### src/design/sha1_pkg.sv
// ----------------------------------------------------------------------------
// sha1_pkg
// Shared constants, types and helpers for the SHA-1 message hasher.
// ----------------------------------------------------------------------------
package sha1_pkg;

    localparam int unsigned WordW   = 32;
    localparam int unsigned HashN   = 5;
    localparam int unsigned BlockN  = 16;
    localparam int unsigned Rounds  = 80;
    localparam int unsigned NbW     = 3;
    localparam int unsigned IdxW    = 3;
    localparam int unsigned SlotW   = 4;
    localparam int unsigned RndW    = 7;
    localparam int unsigned LenW    = 64;

    typedef logic [WordW-1:0] t_word;

    localparam t_word IV [HashN] = '{
        32'h67452301, 32'hEFCDAB89, 32'h98BADCFE, 32'h10325476, 32'hC3D2E1F0
    };

    localparam t_word K0 = 32'h5A827999;
    localparam t_word K1 = 32'h6ED9EBA1;
    localparam t_word K2 = 32'h8F1BBCDC;
    localparam t_word K3 = 32'hCA62C1D6;

    localparam t_word PAD_MARK = 32'h80000000;
    localparam logic [7:0] MARK_BYTE = 8'h80;

    typedef enum logic [2:0] {
        ST_IDLE,
        ST_PAD,
        ST_ROUND,
        ST_ADD,
        ST_OUT
    } t_state;

    function automatic t_word rotl(input t_word x, input int unsigned n);
        t_word r;
        r = (x << n) | (x >> (WordW - n));
        return r;
    endfunction

endpackage

### src/design/sha1_message_hasher.sv
// ----------------------------------------------------------------------------
// sha1_message_hasher
// SHA-1 over a byte message delivered as big-endian 32-bit words.
// ----------------------------------------------------------------------------
// Message words enter on the slave stream, one word per handshake, first byte
// in bits 31..24; tuser carries the valid byte count (only meaningful on the
// final word, values above four count as four) and tlast marks the final word.
// Words fill a 16-deep shift line that doubles as the message schedule. Each
// full block is compressed by one round unit, one round per cycle, and the
// working variables are then folded into the chaining value; the input is not
// ready meanwhile. A non-final word that does not close a block is taken
// without leaving the idle state. After the final word the sequencer writes
// the 0x80 marker, zero fill and the 64-bit bit length one word per cycle,
// pausing while a block is compressed and compressing a second block when
// needed, then presents the five digest words on the master stream (tuser =
// index 0..4, tlast on index 4) and re-arms for the next message.
// ----------------------------------------------------------------------------
module sha1_message_hasher (
    input  logic                          i_clk,
    input  logic                          i_rst_n,
    // slave stream
    input  logic                          s_axis_tvalid,
    output logic                          s_axis_tready,
    input  logic [sha1_pkg::WordW-1:0]    s_axis_tdata,   // [31:0] data_word
    input  logic [sha1_pkg::NbW-1:0]      s_axis_tuser,   // [2:0] bytes_valid
    input  logic                          s_axis_tlast,   // final_word
    // master stream
    output logic                          m_axis_tvalid,
    input  logic                          m_axis_tready,
    output logic [sha1_pkg::WordW-1:0]    m_axis_tdata,   // [31:0] digest_word
    output logic [sha1_pkg::IdxW-1:0]     m_axis_tuser,   // [2:0] digest_index
    output logic                          m_axis_tlast    // digest_last
);
    import sha1_pkg::*;

    t_state             r_state, n_state;
    t_word              r_h [HashN];
    t_word              n_h [HashN];
    t_word              r_v [HashN];          // working vars a..e
    t_word              n_v [HashN];
    t_word              r_w [BlockN];         // block buffer / schedule line
    logic [LenW-1:0]    r_len, n_len;
    logic [SlotW-1:0]   r_slot, n_slot;
    logic [RndW-1:0]    r_rnd, n_rnd;
    logic               r_fin, n_fin;         // padding in progress
    logic               r_mark, n_mark;       // marker word still owed
    logic               r_hi_done, n_hi_done; // length high word written
    logic [IdxW-1:0]    r_idx, n_idx;

    // shift line control
    logic               shift_en;
    t_word              shift_word;
    logic               put_en;

    // round unit
    t_word              f_val;
    t_word              k_val;
    t_word              round_sum;
    t_word              sched_word;
    logic [NbW-1:0]     nb_c;

    always_comb begin
        if (r_rnd < 7'd20) begin
            f_val = (r_v[1] & r_v[2]) | (~r_v[1] & r_v[3]);
            k_val = K0;
        end else if (r_rnd < 7'd40) begin
            f_val = r_v[1] ^ r_v[2] ^ r_v[3];
            k_val = K1;
        end else if (r_rnd < 7'd60) begin
            f_val = (r_v[1] & r_v[2]) | (r_v[1] & r_v[3]) | (r_v[2] & r_v[3]);
            k_val = K2;
        end else begin
            f_val = r_v[1] ^ r_v[2] ^ r_v[3];
            k_val = K3;
        end
        round_sum  = rotl(r_v[0], 5) + f_val + r_v[4] + k_val + r_w[0];
        sched_word = rotl(r_w[13] ^ r_w[8] ^ r_w[2] ^ r_w[0], 1);
    end

    assign nb_c = (s_axis_tuser > NbW'(4)) ? NbW'(4) : s_axis_tuser;

    // sequencer
    always_comb begin
        n_state   = r_state;
        n_h       = r_h;
        n_v       = r_v;
        n_len     = r_len;
        n_slot    = r_slot;
        n_rnd     = r_rnd;
        n_fin     = r_fin;
        n_mark    = r_mark;
        n_hi_done = r_hi_done;
        n_idx     = r_idx;
        shift_en  = 1'b0;
        put_en    = 1'b0;
        shift_word = '0;
        s_axis_tready = 1'b0;
        m_axis_tvalid = 1'b0;

        unique case (r_state)
            ST_IDLE: begin
                s_axis_tready = 1'b1;
                if (s_axis_tvalid) begin
                    put_en = 1'b1;
                    if (!s_axis_tlast) begin
                        shift_word = s_axis_tdata;
                        n_len      = r_len + LenW'(32);
                    end else begin
                        n_fin = 1'b1;
                        n_len = r_len + {{(LenW-NbW-3){1'b0}}, nb_c, 3'b000};
                        case (nb_c)
                            3'd0: shift_word = PAD_MARK;
                            3'd1: shift_word = {s_axis_tdata[31:24], MARK_BYTE, 16'h0};
                            3'd2: shift_word = {s_axis_tdata[31:16], MARK_BYTE, 8'h0};
                            3'd3: shift_word = {s_axis_tdata[31:8], MARK_BYTE};
                            default: begin
                                shift_word = s_axis_tdata;
                                n_mark     = 1'b1;
                            end
                        endcase
                    end
                end
            end
            ST_PAD: begin
                put_en = 1'b1;
                if (r_mark) begin
                    shift_word = PAD_MARK;
                    n_mark     = 1'b0;
                end else if (r_slot == SlotW'(14)) begin
                    shift_word = r_len[63:32];
                    n_hi_done  = 1'b1;
                end else if (r_slot == SlotW'(15) && r_hi_done) begin
                    shift_word = r_len[31:0];
                end else begin
                    shift_word = '0;
                end
            end
            ST_ROUND: begin
                shift_en   = 1'b1;
                shift_word = sched_word;
                n_v[0] = round_sum;
                n_v[1] = r_v[0];
                n_v[2] = rotl(r_v[1], 30);
                n_v[3] = r_v[2];
                n_v[4] = r_v[3];
                n_rnd  = r_rnd + 7'd1;
                if (r_rnd == RndW'(Rounds - 1)) begin
                    n_state = ST_ADD;
                end
            end
            ST_ADD: begin
                for (int i = 0; i < HashN; i++) begin
                    n_h[i] = r_h[i] + r_v[i];
                end
                n_idx = '0;
                if (!r_fin) begin
                    n_state = ST_IDLE;
                end else if (r_hi_done) begin
                    n_state = ST_OUT;
                end else begin
                    n_state = ST_PAD;
                end
            end
            ST_OUT: begin
                m_axis_tvalid = 1'b1;
                if (m_axis_tready) begin
                    n_idx = r_idx + IdxW'(1);
                    if (r_idx == IdxW'(HashN - 1)) begin
                        n_h       = IV;
                        n_len     = '0;
                        n_slot    = '0;
                        n_fin     = 1'b0;
                        n_mark    = 1'b0;
                        n_hi_done = 1'b0;
                        n_idx     = '0;
                        n_state   = ST_IDLE;
                    end
                end
            end
            default: n_state = ST_IDLE;
        endcase

        // a word written into the block buffer; the 16th starts a compression
        if (put_en) begin
            shift_en = 1'b1;
            n_slot   = r_slot + SlotW'(1);
            if (r_slot == SlotW'(BlockN - 1)) begin
                n_state = ST_ROUND;
                n_rnd   = '0;
                n_v     = r_h;
            end else begin
                n_state = n_fin ? ST_PAD : ST_IDLE;
            end
        end
    end

    // control registers
    always_ff @(posedge i_clk) begin
        if (!i_rst_n) begin
            r_state   <= ST_IDLE;
            r_h       <= IV;
            r_len     <= '0;
            r_slot    <= '0;
            r_rnd     <= '0;
            r_fin     <= 1'b0;
            r_mark    <= 1'b0;
            r_hi_done <= 1'b0;
            r_idx     <= '0;
        end else begin
            r_state   <= n_state;
            r_h       <= n_h;
            r_len     <= n_len;
            r_slot    <= n_slot;
            r_rnd     <= n_rnd;
            r_fin     <= n_fin;
            r_mark    <= n_mark;
            r_hi_done <= n_hi_done;
            r_idx     <= n_idx;
        end
    end

    // datapath registers
    always_ff @(posedge i_clk) begin
        if (!i_rst_n) begin
            r_v <= '{default: '0};
        end else begin
            r_v <= n_v;
        end
        if (shift_en) begin
            for (int i = 0; i < BlockN - 1; i++) begin
                r_w[i] <= r_w[i+1];
            end
            r_w[BlockN-1] <= shift_word;
        end
    end

    assign m_axis_tdata = r_h[r_idx];
    assign m_axis_tuser = r_idx;
    assign m_axis_tlast = (r_idx == IdxW'(HashN - 1));

endmodule
### config.mk
export PLATFORM = sky130hd
export DESIGN_NAME = sha1_message_hasher
export DESIGN_NICKNAME = d
export VERILOG_FILES = /design/src/design/sha1_pkg.sv /design/src/design/sha1_message_hasher.sv
export SDC_FILE = /design/constraint.sdc
export NUM_CORES = 2
export LEC_CHECK = 0
export BUFFER_PORTS_ARGS = -buffer_cell sky130_fd_sc_hd__buf_2
export CORE_ASPECT_RATIO = 0.6
export CORE_UTILIZATION = 50
export CTS_CLUSTER_DIAMETER = 200
export DETAILED_ROUTE_END_ITERATION = 10
export GPL_TIMING_DRIVEN = 1
export MAX_ROUTING_LAYER = met4
export PLACE_DENSITY = 0.66
export SETUP_SLACK_MARGIN = 0.02
export SYNTH_ARGS = -nofsm -noshare
export SYNTH_HDL_FRONTEND = slang
export SYNTH_SLANG_ARGS = --single-unit
### constraint.sdc
create_clock -name i_clk -period 16.73 [get_ports i_clk]
set_input_delay 0.8365 -clock i_clk [delete_from_list [all_inputs] [get_ports i_clk]]
set_output_delay 0.8365 -clock i_clk [all_outputs]
set_load 0.01 [all_outputs]
==> reports/qor.txt <==
highest routed layer: met4
Peak supply drop: 0.0708 mV
P&R area growth vs syn: 9.45%
Reg2Reg Setup Slack: 9.10 ns
Synth area leader: edfxtp_1
Hold EP: r_w[1][96]$_DFFE_PP_
Die Area: 0.0956 mm^2
Clock Power Share: 0.416
largest net degree at the start of global routing: 209
DR iter-0 viols: 3790
Avg WL per Cell: 22.3 um
max incr delay on CP: 0.77 ns
Detail Route met3 WL: 11200 um
r2r startpoint: r_rnd[3]$_SDFF_PN0_
nets@finish: 4775
Cell Rows: 86
via count: 34122
total gr overflow: 0
CTS sink cnt: 913
crit path launch type: register
initial cell density of the core: 0.509
CTS tree: yes
HP Class: reg -> reg
Switching Share: 0.230
ratio of cells with drive above 1 in the final layout: 0.0647
Comb power frac: 0.054
die width: 399 um
vias in the first global route: 31190
cell mode on critical path: fa_1
met2 WL post-DR: 51700 um
drt pass-1 iters: 5
fin. max-slew vios: 0
share of the synthesized area in the top cell type: 0.326
WP depth: 27
worst-path maximum fanout: 35
crit path time final: 7.63 ns
Worst-Skew Late Latency: 0.70 ns
ys flop type: edfxtp_1
Placed Area: 0.0487 mm^2
Crit Path Category: reg -> reg
clk slew on worst S/H paths: 0.06 ns
H-tree depth: 3
gpl congestion: 0.928
DRC: 0
Sequential Power Share: 0.530
Hold Fails Final Rpt: 0
Max transition margin: 0.215
Worst Path Buf+Inv: 5
Tot GR Track Use: 0.272
CTS Buf Count: 86
leakage: 22.0 nW
asr flop ratio synth: 0
Final Skew: 0.0216 ns
crit-path leading delay family: compound AO/OA/AOI/OAI gates
WL final: 127000 um
fin util: 0.557
max-cap viol count: 0
number of vias per cell: 6.01
CP required: 17.30 ns
Final period util: 0.456
worst hold start: r_w[1][128]$_DFFE_PP_
sequential area share after synthesis: 0.496
worst r2r dst: r_v[157]$_SDFF_PN0_
Synth Register Bits: 913
Fin Setup TNS: 0 ns
antenna-violating nets left: 0
Design Power: 4.92 mW
Setup crit end kind: register
Worst path slowest cell: o21ai_0
Post-synth EDFFs: 512
ranking of synthesized cells by area: edfxtp_1 33%, dfxtp_1 17%, ha_1 6.1%
maximum clock rate: 131 MHz
Synth Instances: 4376
sw power: 1.13 mW
detailed placement HPWL: 87300 um
# setup viols final: 0
number of gates resized after cts: 0
syn_area_per_cell: 10.8 um^2
RSZ-0062 raised after global routing: false
status: finished, final reports clean
M1 WL: 61100 um
postcts setup bufs: 0
P_int: 3.78 mW
Post-Syn Area: 0.0472 mm^2
hold buffer count at cts: 0
worst-case reg-to-reg path depth: 27
first-pass GRT wire length: 193000 um
PD cells: 95.2 mW/mm^2
arrival time worst endpoint: 8.20 ns
Post-Synthesis Net Count: 4771
Fillers: 7861
I/O Pins: 78
CTS Buffer Depth: 3
core area: 0.0926 mm^2
Die Ht: 240 um
slew of the pin with the lowest slew margin: 1.17 ns
Ys Warns: 0
Netlist cell types: 84
root buf cell: clkbuf_16
initial antenna violation count: 1
Hold Path Stages: 0
design area: 0.0516 mm^2
Hold Worst Slack: 0.409 ns
Port Buffers: 77
## area by class of cell
type                       count  area [um^2]  share of cell area
clock inverter                42          498             0.00964
antenna                        1         2.50           0.0000485
tap                         1232         1540              0.0299
timing repair buffer         114          709              0.0137
sequential                   913        23400               0.453
clock buffer                 115         2400              0.0465
multi-input combinational   3040        22200               0.430
inverter                     225          845              0.0164
## metal layers
layer	global-route usage	vias to the layer above
met2	0.365	1324
met3	0.0559	204
met1	0.417	16739
li1	-	15855
met5	-	-
met4	0.0604	0
## flip-flops by register name, summed over array words and instances (netlist names)
| register | cells |
|---|---|
| r_rnd | 7 |
| r_w | 512 |
| r_hi_done | 1 |
| r_state | 3 |
| r_slot | 4 |
| r_len | 61 |
| m_axis_tuser | 3 |
| r_mark | 1 |
| r_h | 160 |
| r_fin | 1 |
| r_v | 160 |
## cell usage in the layout, fill, tap and decap left out, types with 24 or more instances in the layout
cell         n
o21ai_0    184
o22ai_1     74
mux2i_1     55
a21oi_1    209
o211a_1    148
nor3_1      37
dfxtp_1    398
xor2_1     120
nor2_1     270
nand4_1     24
buf_2       76
nor2b_1    110
a21o_1      93
clkbuf_16   88
o211ai_1    45
xnor2_1    193
or3_1       24
buf_4       34
a22oi_1    106
inv_1      225
fa_1       126
o21a_1      26
and3_1      40
nand2b_1    37
nand2_1    437
edfxtp_1   512
nand3_1    169
ha_1       229
## worst max path at each step
stage                                   start                  end  slack (ns)
final                     r_rnd[3]$_SDFF_PN0_  r_v[157]$_SDFF_PN0_        9.10
after global routing      r_rnd[3]$_SDFF_PN0_  r_v[157]$_SDFF_PN0_        8.71
after CTS                 r_rnd[4]$_SDFF_PN0_  r_v[157]$_SDFF_PN0_        9.24
after detailed placement  r_rnd[3]$_SDFF_PN0_  r_v[157]$_SDFF_PN0_        9.36
after global placement    r_rnd[3]$_SDFF_PN0_  r_v[157]$_SDFF_PN0_        9.45
after floorplan                 s_axis_tvalid  r_w[0][0]$_DFFE_PP_        3.58
## power groups by stage
stage / Combinational [mW] / Clock [mW] / Sequential [mW]
detailed placement: 0.263 / 0 / 2.65
finish: 0.263 / 2.05 / 2.61
global placement: 0.262 / 0 / 2.65
floorplan: 0.186 / 0 / 2.68
global route: 0.289 / 2.17 / 2.62
CTS: 0.265 / 2.09 / 2.61
## kinds of logic (layout without fill, tap and decap cells)
logic type,count (synthesis),after routing,share of synthesized area
simple gates,1215,1215,0.119
flops,913,913,0.496
mux,65,65,0.0162
xor+xnor,313,313,0.0581
buf+inv,423,496,0.0338
fa+ha+maj,355,355,0.114
compound gates,1092,1092,0.162
other cells,0,1,0
## synth_stat cells (26+ instances only)
master	number
a21o_1	93
a21oi_1	209
a22oi_1	106
and3_1	40
clkbuf_1	172
dfxtp_1	401
edfxtp_1	512
fa_1	126
ha_1	229
inv_1	225
mux2i_1	55
nand2_1	439
nand2b_1	37
nand3_1	169
nor2_1	272
nor2b_1	110
nor3_1	37
o211a_1	148
o211ai_1	45
o21a_1	26
o21ai_0	184
o22ai_1	75
xnor2_1	193
xor2_1	120
## per-stage QoR
step	cells	setup WS (ns)
after detailed placement	5524	9.36
after global routing	5681	8.71
final	5682	9.10
after floorplan	4376	3.58
after CTS	5681	9.24
after global placement	5524	9.45
## worst register-to-register path: stages (launching register included)
cell	delay (ns)
dfxtp_1	0.39
nand4_1	0.14
nor2b_1	0.40
nand2_1	0.13
buf_4	0.22
nand2_1	0.07
buf_4	0.42
nor2_1	0.11
a211oi_1	0.28
fa_1	0.46
inv_1	0.09
fa_1	0.44
fa_1	0.51
inv_1	0.04
ha_1	0.23
inv_1	0.08
fa_1	0.20
nor2b_1	0.06
o21ai_0	0.32
nand4bb_1	0.16
a21oi_1	0.42
a211oi_1	0.23
o21ai_0	0.77
o21ai_1	0.31
a21oi_1	0.25
mux2_2	0.35
o41ai_1	0.34
a21oi_1	0.10
Note: power is estimated with default switching activity, not from simulation.
